==> src/sv/psvs_pkg.sv <==
// Shared types, opcodes and constants of the polyphonic sine voice synthesizer.
package psvs_pkg;

    typedef enum logic [2:0] {
        OP_NOTE_ON  = 3'd0,
        OP_NOTE_OFF = 3'd1,
        OP_CHOKE    = 3'd2,
        OP_SET_VOL  = 3'd3,
        OP_VOL_MOD  = 3'd4,
        OP_TICK     = 3'd5,
        OP_END_BLK  = 3'd6,
        OP_NONE     = 3'd7
    } opcode_t;

    localparam logic [1:0] KIND_SAMPLE  = 2'd0;
    localparam logic [1:0] KIND_ENDED   = 2'd1;
    localparam logic [1:0] KIND_DROPPED = 2'd2;

    localparam int MAX_RESULTS = 16;
    localparam logic [31:0] STEP_RESET = 32'd39370534;
    localparam logic signed [17:0] VOLUME_RESET = 18'sd32768;

    // Work list of the shared multiplier, in the order one voice uses it.
    typedef enum logic [3:0] {
        MS_X2, MS_INNER, MS_MID, MS_SIN, MS_GAIN, MS_SCALE, MS_STEP
    } mstep_t;

    typedef enum logic [3:0] {
        ST_IDLE, ST_SCAN, ST_MUL, ST_EMIT, ST_DONE
    } state_t;

    // 2^(s/12) in Q16.
    function automatic logic [16:0] semitone_ratio(input logic [3:0] s);
        logic [16:0] r;
        begin
            unique case (s)
                4'd0:  r = 17'd65536;
                4'd1:  r = 17'd69433;
                4'd2:  r = 17'd73562;
                4'd3:  r = 17'd77936;
                4'd4:  r = 17'd82570;
                4'd5:  r = 17'd87480;
                4'd6:  r = 17'd92682;
                4'd7:  r = 17'd98193;
                4'd8:  r = 17'd104032;
                4'd9:  r = 17'd110218;
                4'd10: r = 17'd116772;
                4'd11: r = 17'd123715;
                default: r = 17'd65536;
            endcase
            return r;
        end
    endfunction

endpackage

==> src/sv/psvs_mul.sv <==
// Shared registered multiplier of the sine, gain and phase step datapath.
module psvs_mul (
    input  logic        clk,
    input  logic [33:0] a,
    input  logic [31:0] b,
    output logic [65:0] p
);
    // Product registered; operands stay below 34 by 32 bits.
    logic [65:0] p_reg;

    always_ff @(posedge clk)
    begin
        p_reg <= a * b;
    end

    assign p = p_reg;
endmodule

==> src/sv/polyphonic_sine_voice_synth.sv <==
// Top level of the polyphonic sine voice synthesizer: voice table, sequencer and mixer.
//
//  Channel   Signals                                             Direction
//  command   start, busy, opcode, note_key, note_ident,          in (busy out)
//            note_channel, amount
//  result    strobe, kind, sample, end_key, end_ident,           out
//            end_channel, last
//  config    cfg_we, cfg_wdata (phase_step_a4)                   in
//
// A command beat is taken when start is high and busy is low. Busy stays high while the
// table is scanned and through the end of scan and done; volume set and the unused code
// skip the walk of the table. A tick gives each held voice a scan step and then the seven
// multiplier steps in turn, each issued and then consumed. End of block holds each ended
// note until the next one is found, and shows the final one at done; the final result
// beat of a command shows in the first cycle with busy low. Reset empties the voice table,
// sets the master volume to one half and the phase step to its default. The receiver
// cannot stall: each result beat lives one cycle on the strobe.
module polyphonic_sine_voice_synth #(
    parameter int VOICES = 16,
    parameter int SINE_TABLE_BITS = 10
) (
    input  logic               clk,
    input  logic               rst_n,
    input  logic               start,
    output logic               busy,
    input  logic [2:0]         opcode,
    input  logic signed [7:0]  note_key,
    input  logic signed [31:0] note_ident,
    input  logic signed [4:0]  note_channel,
    input  logic signed [17:0] amount,
    input  logic               cfg_we,
    input  logic [31:0]        cfg_wdata,
    output logic               strobe,
    output logic [1:0]         kind,
    output logic signed [23:0] sample,
    output logic signed [7:0]  end_key,
    output logic signed [31:0] end_ident,
    output logic signed [4:0]  end_channel,
    output logic               last
);
    import psvs_pkg::*;

    localparam int IW = (VOICES > 1) ? $clog2(VOICES) : 1;
    localparam int CW = $clog2(VOICES + 1);
    localparam int FB = SINE_TABLE_BITS - 2;

    // Voice table held in flip-flops; each entry is written at a signal-chosen index but
    // read through the single scan pointer only.
    logic              held_reg  [VOICES];
    logic [7:0]        vkey_reg  [VOICES];
    logic [31:0]       vid_reg   [VOICES];
    logic [4:0]        vchan_reg [VOICES];
    logic [31:0]       vphase_reg[VOICES];
    logic signed [17:0] voff_reg [VOICES];

    logic [31:0]        step_a4_reg;
    logic signed [17:0] master_reg;
    logic [CW-1:0]      count_reg;
    state_t             state_reg, state_next;
    mstep_t             ms_reg, ms_next;
    opcode_t            op_reg;
    logic [7:0]         key_reg;
    logic [31:0]        id_reg;
    logic [4:0]         chan_reg;
    logic signed [17:0] amt_reg;
    logic [CW-1:0]      rd_reg, wr_reg;
    logic [4:0]         nres_reg;
    logic               done_mod_reg;
    logic signed [28:0] acc_reg;
    // Ended note waiting to be shown, so that the final one can carry the last flag.
    logic               pend_reg;
    logic [7:0]         pkey_reg;
    logic [31:0]        pid_reg;
    logic [4:0]         pchan_reg;
    // Per-voice sine datapath registers.
    logic [16:0] x_reg, x2_reg, s_reg;
    logic [16:0] gain_reg;
    logic [33:0] mag_reg;
    logic        neg_reg;

    logic [33:0] mul_a;
    logic [31:0] mul_b;
    logic [65:0] mul_p;

    psvs_mul u_mul (.clk(clk), .a(mul_a), .b(mul_b), .p(mul_p));

    logic [IW-1:0] ri, wi;
    assign ri = rd_reg[IW-1:0];
    assign wi = wr_reg[IW-1:0];

    logic hit;
    assign hit = (key_reg == 8'hFF || vkey_reg[ri] == key_reg) &&
                 (id_reg == 32'hFFFFFFFF || vid_reg[ri] == id_reg) &&
                 (chan_reg == 5'h1F || vchan_reg[ri] == chan_reg);
    logic more;
    assign more = rd_reg < count_reg;

    // Phase decomposition for the current voice.
    logic [SINE_TABLE_BITS-1:0] pt;
    logic [1:0]  quad;
    logic [16:0] xf;
    assign pt   = vphase_reg[ri][31 -: SINE_TABLE_BITS];
    assign quad = pt[SINE_TABLE_BITS-1 -: 2];
    assign xf   = 17'({pt[FB-1:0]}) << (16 - FB);

    // Octave and semitone of key - 57, by a small compare chain (range -185..70).
    logic signed [8:0] d;
    logic signed [4:0] oct;
    logic [3:0]        semi;
    always_comb
    begin
        logic signed [9:0] t;
        t    = 10'(signed'(d)) + 10'sd192;   // offset by 16 octaves: always positive
        oct  = '0;
        semi = '0;
        for (int k = 0; k < 24; k++)
        begin
            if (t >= 10'(12 * k) && t < 10'(12 * k + 12))
            begin
                oct  = 5'(k - 16);
                semi = 4'(t - 10'(12 * k));
            end
        end
    end
    assign d = 9'(signed'(vkey_reg[ri])) - 9'sd57;

    // Right shift of the scaled step, 11 to 32 places.
    logic [5:0] sh;
    assign sh = 6'(7'sd16 - 7'(oct));

    // Gain clamp.
    logic signed [18:0] gsum;
    logic [16:0]        gclamp;
    assign gsum = 19'(master_reg) + 19'(voff_reg[ri]);
    assign gclamp = (gsum < 0) ? 17'd0 : (gsum > 19'sd65536) ? 17'd65536 : 17'(gsum);

    logic [16:0] inner;
    assign inner = 17'd42047 - 17'(mul_p[47:16]);

    // Operand selection for the shared multiplier.
    always_comb
    begin
        mul_a = '0;
        mul_b = '0;
        unique case (ms_reg)
            MS_X2:    begin mul_a = 34'(x_reg);  mul_b = 32'(x_reg); end
            MS_INNER: begin mul_a = 34'(x2_reg); mul_b = 32'd4640; end
            MS_MID:   begin mul_a = 34'(x2_reg); mul_b = 32'(s_reg); end
            MS_SIN:   begin mul_a = 34'(x_reg);  mul_b = 32'(s_reg); end
            MS_GAIN:  begin mul_a = 34'(s_reg);  mul_b = 32'(gain_reg); end
            MS_SCALE: begin mul_a = mag_reg;     mul_b = 32'd13421773; end
            MS_STEP:  begin mul_a = 34'(step_a4_reg); mul_b = 32'(semitone_ratio(semi)); end
            default:  begin mul_a = '0; mul_b = '0; end
        endcase
    end

    // Multiplier sequence counter: each step issues on even phase, consumes on odd.
    logic ph_reg;

    always_comb
    begin
        state_next = state_reg;
        ms_next = ms_reg;
        unique case (state_reg)
            ST_IDLE: if (start) state_next = ST_SCAN;
            ST_SCAN: if (!more) state_next = ST_DONE;
                     else if (op_reg == OP_TICK && held_reg[ri])
                     begin
                         state_next = ST_MUL;
                         ms_next = MS_X2;
                     end
            ST_MUL:  if (ph_reg && ms_reg == MS_STEP) state_next = ST_SCAN;
                     else if (ph_reg) ms_next = mstep_t'(ms_reg + 4'd1);
            ST_EMIT: state_next = ST_IDLE;
            ST_DONE: state_next = ST_IDLE;
            default: state_next = ST_IDLE;
        endcase
    end

    assign busy = (state_reg != ST_IDLE);

    always_ff @(posedge clk or negedge rst_n)
    begin
        if (!rst_n)
        begin
            state_reg   <= ST_IDLE;
            ms_reg      <= MS_X2;
            ph_reg      <= 1'b0;
            count_reg   <= '0;
            master_reg  <= VOLUME_RESET;
            step_a4_reg <= STEP_RESET;
            strobe      <= 1'b0;
            kind        <= '0;
            sample      <= '0;
            end_key     <= '0;
            end_ident   <= '0;
            end_channel <= '0;
            last        <= 1'b0;
            pend_reg    <= 1'b0;
        end
        else
        begin
            state_reg <= state_next;
            ms_reg    <= ms_next;
            strobe    <= 1'b0;
            if (cfg_we)
                step_a4_reg <= cfg_wdata;
            unique case (state_reg)
                ST_IDLE:
                begin
                    ph_reg <= 1'b0;
                    if (start)
                    begin
                        op_reg   <= opcode_t'(opcode);
                        key_reg  <= note_key;
                        id_reg   <= note_ident;
                        chan_reg <= note_channel;
                        amt_reg  <= amount;
                        rd_reg   <= '0;
                        wr_reg   <= '0;
                        nres_reg <= '0;
                        acc_reg  <= '0;
                        pend_reg <= 1'b0;
                        done_mod_reg <= 1'b0;
                        if (opcode_t'(opcode) == OP_SET_VOL)
                            master_reg <= amount;
                    end
                end
                ST_SCAN:
                begin
                    if (more)
                    begin
                        unique case (op_reg)
                            OP_NOTE_ON, OP_NOTE_OFF:
                            begin
                                if (hit) held_reg[ri] <= 1'b0;
                                rd_reg <= rd_reg + 1'b1;
                            end
                            OP_CHOKE:
                            begin
                                if (!hit)
                                begin
                                    held_reg[wi]   <= held_reg[ri];
                                    vkey_reg[wi]   <= vkey_reg[ri];
                                    vid_reg[wi]    <= vid_reg[ri];
                                    vchan_reg[wi]  <= vchan_reg[ri];
                                    vphase_reg[wi] <= vphase_reg[ri];
                                    voff_reg[wi]   <= voff_reg[ri];
                                    wr_reg <= wr_reg + 1'b1;
                                end
                                rd_reg <= rd_reg + 1'b1;
                            end
                            OP_VOL_MOD:
                            begin
                                if (hit && !done_mod_reg)
                                begin
                                    voff_reg[ri] <= amt_reg;
                                    done_mod_reg <= 1'b1;
                                end
                                rd_reg <= rd_reg + 1'b1;
                            end
                            OP_TICK:
                            begin
                                if (held_reg[ri])
                                begin
                                    x_reg    <= quad[0] ? 17'd65536 - xf : xf;
                                    neg_reg  <= quad[1];
                                    gain_reg <= gclamp;
                                    ph_reg   <= 1'b0;
                                end
                                else
                                    rd_reg <= rd_reg + 1'b1;
                            end
                            OP_END_BLK:
                            begin
                                if (!held_reg[ri] && nres_reg < 5'(MAX_RESULTS))
                                begin
                                    // The previously found note goes out now; this one
                                    // waits, as it may turn out to be the final one.
                                    if (pend_reg)
                                    begin
                                        strobe      <= 1'b1;
                                        kind        <= KIND_ENDED;
                                        sample      <= '0;
                                        end_key     <= pkey_reg;
                                        end_ident   <= pid_reg;
                                        end_channel <= pchan_reg;
                                        last        <= 1'b0;
                                    end
                                    pend_reg  <= 1'b1;
                                    pkey_reg  <= vkey_reg[ri];
                                    pid_reg   <= vid_reg[ri];
                                    pchan_reg <= vchan_reg[ri];
                                    nres_reg  <= nres_reg + 1'b1;
                                end
                                else
                                begin
                                    held_reg[wi]   <= held_reg[ri];
                                    vkey_reg[wi]   <= vkey_reg[ri];
                                    vid_reg[wi]    <= vid_reg[ri];
                                    vchan_reg[wi]  <= vchan_reg[ri];
                                    vphase_reg[wi] <= vphase_reg[ri];
                                    voff_reg[wi]   <= voff_reg[ri];
                                    wr_reg <= wr_reg + 1'b1;
                                end
                                rd_reg <= rd_reg + 1'b1;
                            end
                            default: rd_reg <= count_reg;
                        endcase
                    end
                end
                ST_MUL:
                begin
                    ph_reg <= !ph_reg;
                    if (ph_reg)
                    begin
                        unique case (ms_reg)
                            MS_X2:    x2_reg <= 17'(mul_p[47:16]);
                            MS_INNER: s_reg  <= inner;
                            MS_MID:   s_reg  <= 17'd102943 - 17'(mul_p[48:16]);
                            MS_SIN:   s_reg  <= (mul_p[49:16] > 34'd65536) ? 17'd65536
                                                : 17'(mul_p[49:16]);
                            MS_GAIN:  mag_reg <= mul_p[33:0];
                            MS_SCALE:
                            begin
                                if (neg_reg)
                                    acc_reg <= acc_reg - 29'((mul_p + 66'd17179869184) >> 35);
                                else
                                    acc_reg <= acc_reg + 29'((mul_p + 66'd17179869184) >> 35);
                            end
                            MS_STEP:
                            begin
                                vphase_reg[ri] <= vphase_reg[ri] + 32'(mul_p >> sh);
                                rd_reg <= rd_reg + 1'b1;
                            end
                            default: ;
                        endcase
                    end
                end
                ST_DONE:
                begin
                    unique case (op_reg)
                        OP_NOTE_ON:
                        begin
                            if (count_reg < CW'(VOICES))
                            begin
                                held_reg[count_reg[IW-1:0]]   <= 1'b1;
                                vkey_reg[count_reg[IW-1:0]]   <= key_reg;
                                vid_reg[count_reg[IW-1:0]]    <= id_reg;
                                vchan_reg[count_reg[IW-1:0]]  <= chan_reg;
                                vphase_reg[count_reg[IW-1:0]] <= '0;
                                voff_reg[count_reg[IW-1:0]]   <= '0;
                                count_reg <= count_reg + 1'b1;
                            end
                            else
                            begin
                                strobe      <= 1'b1;
                                kind        <= KIND_DROPPED;
                                sample      <= '0;
                                end_key     <= key_reg;
                                end_ident   <= id_reg;
                                end_channel <= chan_reg;
                                last        <= 1'b1;
                            end
                        end
                        OP_CHOKE: count_reg <= wr_reg;
                        OP_END_BLK:
                        begin
                            count_reg <= wr_reg;
                            if (pend_reg)
                            begin
                                strobe      <= 1'b1;
                                kind        <= KIND_ENDED;
                                sample      <= '0;
                                end_key     <= pkey_reg;
                                end_ident   <= pid_reg;
                                end_channel <= pchan_reg;
                                last        <= 1'b1;
                            end
                        end
                        OP_TICK:
                        begin
                            strobe      <= 1'b1;
                            kind        <= KIND_SAMPLE;
                            sample      <= (acc_reg > 29'sd8388607) ? 24'sh7FFFFF :
                                           (acc_reg < -29'sd8388608) ? 24'sh800000 :
                                           24'(acc_reg);
                            end_key     <= '0;
                            end_ident   <= '0;
                            end_channel <= '0;
                            last        <= 1'b1;
                        end
                        default: ;
                    endcase
                end
                default: ;
            endcase
        end
    end

`ifndef NO_ASSERTIONS
    a_count: assert property (@(posedge clk) disable iff (!rst_n) count_reg <= CW'(VOICES))
        else $error("voice count beyond table");
    a_idle_no_strobe: assert property (@(posedge clk) disable iff (!rst_n)
        (state_reg == ST_IDLE && $past(state_reg) == ST_IDLE) |-> !strobe)
        else $error("result while idle");
    a_busy_hold: assert property (@(posedge clk) disable iff (!rst_n)
        (busy && !$past(busy)) |-> $past(start))
        else $error("busy without start");
`endif
endmodule

==> config.mk <==
export PLATFORM = sky130hd
export DESIGN_NAME = polyphonic_sine_voice_synth
export DESIGN_NICKNAME = d
export VERILOG_FILES = /design/src/sv/psvs_pkg.sv /design/src/sv/psvs_mul.sv /design/src/sv/polyphonic_sine_voice_synth.sv
export SDC_FILE = /design/constraint.sdc
export NUM_CORES = 2
export LEC_CHECK = 0
export ABC_AREA = 1
export CAP_MARGIN = 20
export CORE_MARGIN = 3
export CORE_UTILIZATION = 34
export DETAILED_ROUTE_END_ITERATION = 12
export DONT_BUFFER_PORTS = 1
export GPL_TIMING_DRIVEN = 0
export PLACE_DENSITY = 0.58
export SLEW_MARGIN = 20
export SYNTH_ARGS = -nofsm -noshare
export SYNTH_HDL_FRONTEND = slang
export SYNTH_SLANG_ARGS = --single-unit
==> constraint.sdc <==
create_clock -name clk -period 26.2 [get_ports clk]
set_input_delay 5.24 -clock clk [delete_from_list [all_inputs] [get_ports clk]]
set_output_delay 5.24 -clock clk [all_outputs]
set_load 0.02 [all_outputs]
## Word-level counts from Yosys, hierarchy flattened

Memory sizes are Yosys's and may differ from the RTL's. A register that Yosys moved wholly into a read port is not among the register bits.
Cells that the tools add are included.

| word-level totals | value |
|---|---|
| word-level logic and storage cells | 498 |
| bits in read-only memories | 256 |
| output and inout bits | 74 |
| memory bits (writable) | 1536 |
| bits in latches | 0 |
| flip-flop bits (word level) | 455 |
| memories | 7 |
| input port bits | 102 |

| cells by class | value |
|---|---|
| multiplexer cells | 219 |
| reductions and logical operators | 88 |
| order comparisons | 56 |
| equality and inequality tests | 45 |
| shifts and indexed selects | 1 |
| div/mod/pow operators | 0 |
| add/subtract/negate cells | 39 |
| bitwise logic cells | 6 |
| multipliers | 1 |

Memories:

| name | words | bits a word | rd ports | clocked after memory_dff | write ports | RTL line | text |
|---|---|---|---|---|---|---|---|
| vid_reg | 16 | 32 | 1 | 1 | 1 | polyphonic_sine_voice_synth.sv:51 | `logic [31:0] vid_reg [VOICES];` |
| vphase_reg | 16 | 32 | 1 | 1 | 1 | polyphonic_sine_voice_synth.sv:53 | `logic [31:0] vphase_reg[VOICES];` |
| voff_reg | 16 | 18 | 1 | 1 | 1 | polyphonic_sine_voice_synth.sv:54 | `logic signed [17:0] voff_reg [VOICES];` |
| (name not given) | 16 | 16 | 1 | 0 | 0 | psvs_pkg.sv:36 | `unique case (s)` |
| vkey_reg | 16 | 8 | 1 | 1 | 1 | polyphonic_sine_voice_synth.sv:50 | `logic [7:0] vkey_reg [VOICES];` |
| vchan_reg | 16 | 5 | 1 | 1 | 1 | polyphonic_sine_voice_synth.sv:52 | `logic [4:0] vchan_reg [VOICES];` |
| +1 memories | - | - | - | - | - | - |  |

Operators with widths:

| kind | number |
|---|---|
| $mux 32 | 10 |
| $mux 5 | 43 |
| $mux 4 | 47 |
| $pmux 34 s5 | 1 |
| $mux 24 | 7 |
| $pmux 24 s6 | 1 |
| $mux 29 | 4 |
| $ge 10x9->1 const B | 11 |
| $lt 10x9->1 const B | 11 |
| $pmux 32 s3 | 1 |
| $reduce_or 32->1 | 3 |
| $pmux 24 s3 | 1 |
| $pmux 32 s2 | 1 |
| $mux 1 | 61 |
| $pmux 5 s2 | 6 |
| $add 58x35->59 const B | 1 |
| $mul 34x24->58 | 1 |
| $pmux 29 s2 | 1 |
| $shr 58x6->32 | 1 |
| $mux 8 | 7 |
| $mux 18 | 3 |
| $pmux 17 s3 | 1 |
| $ge 10x8->1 const B | 5 |
| $lt 10x8->1 const B | 5 |
| other kinds (80) | 222 |

## Logic depth before layout (Yosys ltp)

| logic depth | value |
|---|---|
| depth after elaboration | 33 |
| gate-level depth with buffers | 84 |

## Modules after synthesis

A second synthesis with hierarchy kept.

| unflattened totals | value |
|---|---|
| cells, all modules | 13396 |
| area, all modules | 127642.4 um2 |

Modules (own cells, without submodules):

| module | cells an instance | seq. area each (um2) | times used | area each (um2) |
|---|---|---|---|---|
| polyphonic_sine_voice_synth | 8241 | 57188.6 | 1 | 88773.9 |
| psvs_mul | 5155 | 1321.3 | 1 | 38868.5 |

## Least setup slack after synthesis

No wires, ideal clock.

| path | value |
|---|---|
| path kind | reg-to-reg |
| from | register with a tool-made name |
| to | register u_mul.p_reg[56], in the netlist u_mul.p[56] |
| slack | 15.371 ns |
| setup time | 0.072 ns |
| cell stages (with the launch flop) | 79 |
| arrival | 10.758 ns |
| cells stage by stage | dfxtp_1 > buf_6 > inv_6 > buf_6 > nor2_1 > nor2_1 > o21ai_1 > nand3_1 > nand3_1 > nand2_2 > inv_2 > ha_1 > nand3_1 > nand2_1 > inv_1 > clkbuf_1 > ha_1 > inv_1 > [43 not listed] > o21bai_1 > a21oi_1 > o21ai_0 > a21boi_0 > o21bai_1 > a21oi_1 > o21bai_1 > nand3_1 > nand2_1 > nand2_1 > nand2_1 > a21boi_0 > o21ai_0 > a21oi_1 > o21ai_0 > a21oi_1 > o21ai_0 > xor2_1 |

RTL lines:

| element | RTL line | text |
|---|---|---|
| end signal: assignment | psvs_mul.sv:13 | `p_reg <= a * b;` |
| end: declaration | psvs_mul.sv:9 | `logic [65:0] p_reg;` |

==> key figures <==
Clock network
  – CTS resizes: 0
  – # H-tree levels: 4
  – Clk Latency, worst-skew pair: 0.91 ns
  – Clock buffer depth: 4
  – CTS tree: yes
  – # hold bufs at CTS: 0
  – Root Driver: clkbuf_16
  – CTS Sinks: 1986
  – CTS Buf Count: 207
  – Setup Fix Bufs, Post-CTS: 0
  – Clock Pin Slew Worst Setup and Hold Paths: 0.06 ns

Hold path
  – Hold path endpoint: mag_reg[0]$_DFFE_PP_
  – Worst hold path type: register to register
  – Worst Min Path Start: u_mul.p[0]$_DFF_P_
  – Hold depth: 0

Worst setup path
  – Critical path arrival: 15.29 ns
  – WP buf/inv: 15
  – Worst r2r dst: u_mul.p[56]$_DFF_P_
  – Required time worst endpoint: 26.90 ns
  – Worst setup EP type: register
  – Critical path class: register to register
  – R2r worst-path depth: 71
  – Critical Path Fanout Max: 11
  – Top cell by count, worst path: nand2_1
  – Worst setup SP type: register
  – CP peak stage delay: 0.55 ns
  – Slowest-stage cell, CP: fa_1
  – Reg2Reg Setup Slack: 11.61 ns
  – CP top delay family: simple AND/OR/NAND/NOR gates

Timing
  – RSZ-0062 raised after global routing: no
  – Period utilisation layout: 55.7%
  – Final Hold Viols: 0
  – Setup TNS: 0 ns
  – Period minus WS final: 14.59 ns
  – Final-report max-slew violation count: 0
  – Achievable Freq: 0.0685 GHz
  – Final Setup Violations: 0
  – Worst slew pin tran: 1.26 ns
  – Setup Skew: 0.144 ns
  – Slew margin rel.: 16.1%

Cells and area
  – Design Area, Final: 128000 um^2
  – Most common cell after layout, fill and taps aside: edfxtp_1
  – Most frequent cells in the layout: edfxtp_1 (1787), nand2_1 (1526), inv_1 (1380)
  – Nets: 12200
  – Share of cells above drive strength 1: 7.44%
  – Fillcell total: 31800
  – Syn-to-layout area delta: 14.0%

Floorplanning
  – Core area: 326000 um^2
  – Cell row count: 209
  – I/O Pins: 176
  – Die width: 579 um
  – Starting Density: 34.3%
  – Die height: 579 um
  – Die ar.: 336000 um^2

Place
  – Port bufs: 0
  – Final HPWL from detailed placement: 292000 um
  – RD Place Congestion: 0.963
  – Post-DP Area: 121000 um^2

Logic synthesis
  – Syn Inst Count: 10800
  – Ys Warns: 0
  – EDFF count, synth: 1787
  – Synth Net Count: 11900
  – Mapped cell area: 112000 um^2
  – Dominant synthesized flop cell: edfxtp_1
  – FFs w/ async S/R, synth: 6.90%
  – Synth Register Bits: 1986
  – Avg Cell Area, Syn: 10.4 um^2
  – Sequential-to-total area share from yosys stat: 52.2%
  – Synth cell types: 72

Global route
  – Gr busiest metal: met2
  – Routing usage on met2: 36.0%
  – Initial antenna violation count: 23
  – Total global routing overflow: 0
  – First-pass GRT wire length: 568000 um
  – Vias in the first global route: 82100
  – Largest net degree at the start of global routing: 141
  – Met1 Resource Use GR: 30.6%
  – M3 GR Usage: 5.09%
  – GRT Overall Usage: 22.9%

Routing
  – DRC viols: 0
  – Via/cell ratio: 5.42
  – Iteration-0 DRC Markers: 9964
  – WL/cell: 25.0 um
  – Routed Antenna Nets: 0
  – Vias: 85000
  – Final WL: 393000 um
  – First-pass iteration count of the detailed router: 6

Outcome
  – Status: finished clean

Run
  – Max cap viols: 0
[layout make-up]
class	count	area [um^2]	share of cell area [%]
Clock inverter	115	1000	0.785
Sequential cell	1986	58300	45.8
Buffer	560	2390	1.88
Inverter	1426	5360	4.20
Antenna cell	34	85.1	0.0667
Multi-Input combinational cell	6818	46500	36.5
Timing Repair Buffer	170	2940	2.31
Tap cell	4325	5410	4.24
Clock buffer	255	5440	4.27
[stage by stage]
stage	utilization, %	setup WS, ns	hold slack (ns)	std cells
floorplan	-	15.37	0.408	10800
global placement	36.0	11.61	0.435	15100
detailed placement	37.1	11.81	0.436	15300
CTS	39.1	11.63	0.431	15700
global route	39.1	10.34	0.439	15700
finish	39.1	11.61	0.435	15700
[cell usage after synthesis (15+ instances only)]
| master | count | area [um^2] |
|---|---|---|
| a21oi_1 | 377 | 1890 |
| a221oi_1 | 45 | 394 |
| a31oi_1 | 47 | 294 |
| buf_1 | 31 | 116 |
| buf_2 | 80 | 400 |
| buf_6 | 19 | 214 |
| clkbuf_1 | 418 | 1570 |
| clkinv_1 | 24 | 90.1 |
| dfrtp_1 | 122 | 3050 |
| dfstp_2 | 15 | 394 |
| dfxtp_1 | 62 | 1240 |
| edfxtp_1 | 1787 | 53700 |
| fa_1 | 602 | 12100 |
| ha_1 | 360 | 4500 |
| inv_1 | 1380 | 5180 |
| inv_2 | 21 | 78.8 |
| mux2_2 | 24 | 270 |
| mux2i_1 | 20 | 200 |
| nand2_1 | 1526 | 5730 |
| nand2_2 | 25 | 156 |
| nand3_1 | 404 | 2020 |
| nand4_1 | 57 | 357 |
| nor2_1 | 1288 | 4830 |
| nor3_1 | 35 | 175 |
| nor4_1 | 23 | 144 |
| o211ai_1 | 131 | 983 |
| o21ai_0 | 983 | 4920 |
| o21ai_1 | 131 | 656 |
| o221ai_1 | 261 | 2290 |
| o22ai_1 | 102 | 638 |
| o32ai_1 | 46 | 403 |
| xnor2_1 | 49 | 429 |
| xor2_1 | 133 | 1160 |
[worst max path at each step]
stage                     startpoint                   to  slack, ns  cells after the start
2_1_floorplan               register  u_mul.p[56]$_DFF_P_      15.37                     78
3_3_place_gp   ms_reg[0]$_DFFE_PN0P_  u_mul.p[56]$_DFF_P_      11.61                     42
3_5_place_dp                register  u_mul.p[56]$_DFF_P_      11.81                     71
4_1_cts                     register  u_mul.p[56]$_DFF_P_      11.63                     72
5_1_grt                     register  u_mul.p[56]$_DFF_P_      10.34                     72
6_report                    register  u_mul.p[56]$_DFF_P_      11.61                     71
[worst register-to-register path: cells and delay by family, from the launching register on]
family / cells / cell delay, ns
simple gates: 31 / 4.09
fa+ha+maj: 10 / 4.06
compound gates: 14 / 3.54
buf+inv: 15 / 2.29
flops: 1 / 0.30
xor+xnor: 1 / 0.19
[layer usage]
metal / vias to the layer above / part of all wire (%)
met3: 764 / 10
met4: 10 / 4.4
met1: 42200 / 40
met5: - / 0.077
met2: 4351 / 45
li1: 37700 / -
[kinds of logic after synthesis]
group                      Yosys count  share of synthesized area [%]
and+or+nand+nor                   3413                           12.4
AOI/OAI and AO/OA                 2216                           11.8
buffers and inverters             1986                           6.93
DFF                               1986                           52.2
adders and majority gates          962                           14.8
xor gates and xnor gates           183                           1.44
muxes                               44                          0.421
Power is left out: the tool's default activity adds up to more than one toggle a clock period on the data nets, which glitch-free logic cannot reach.
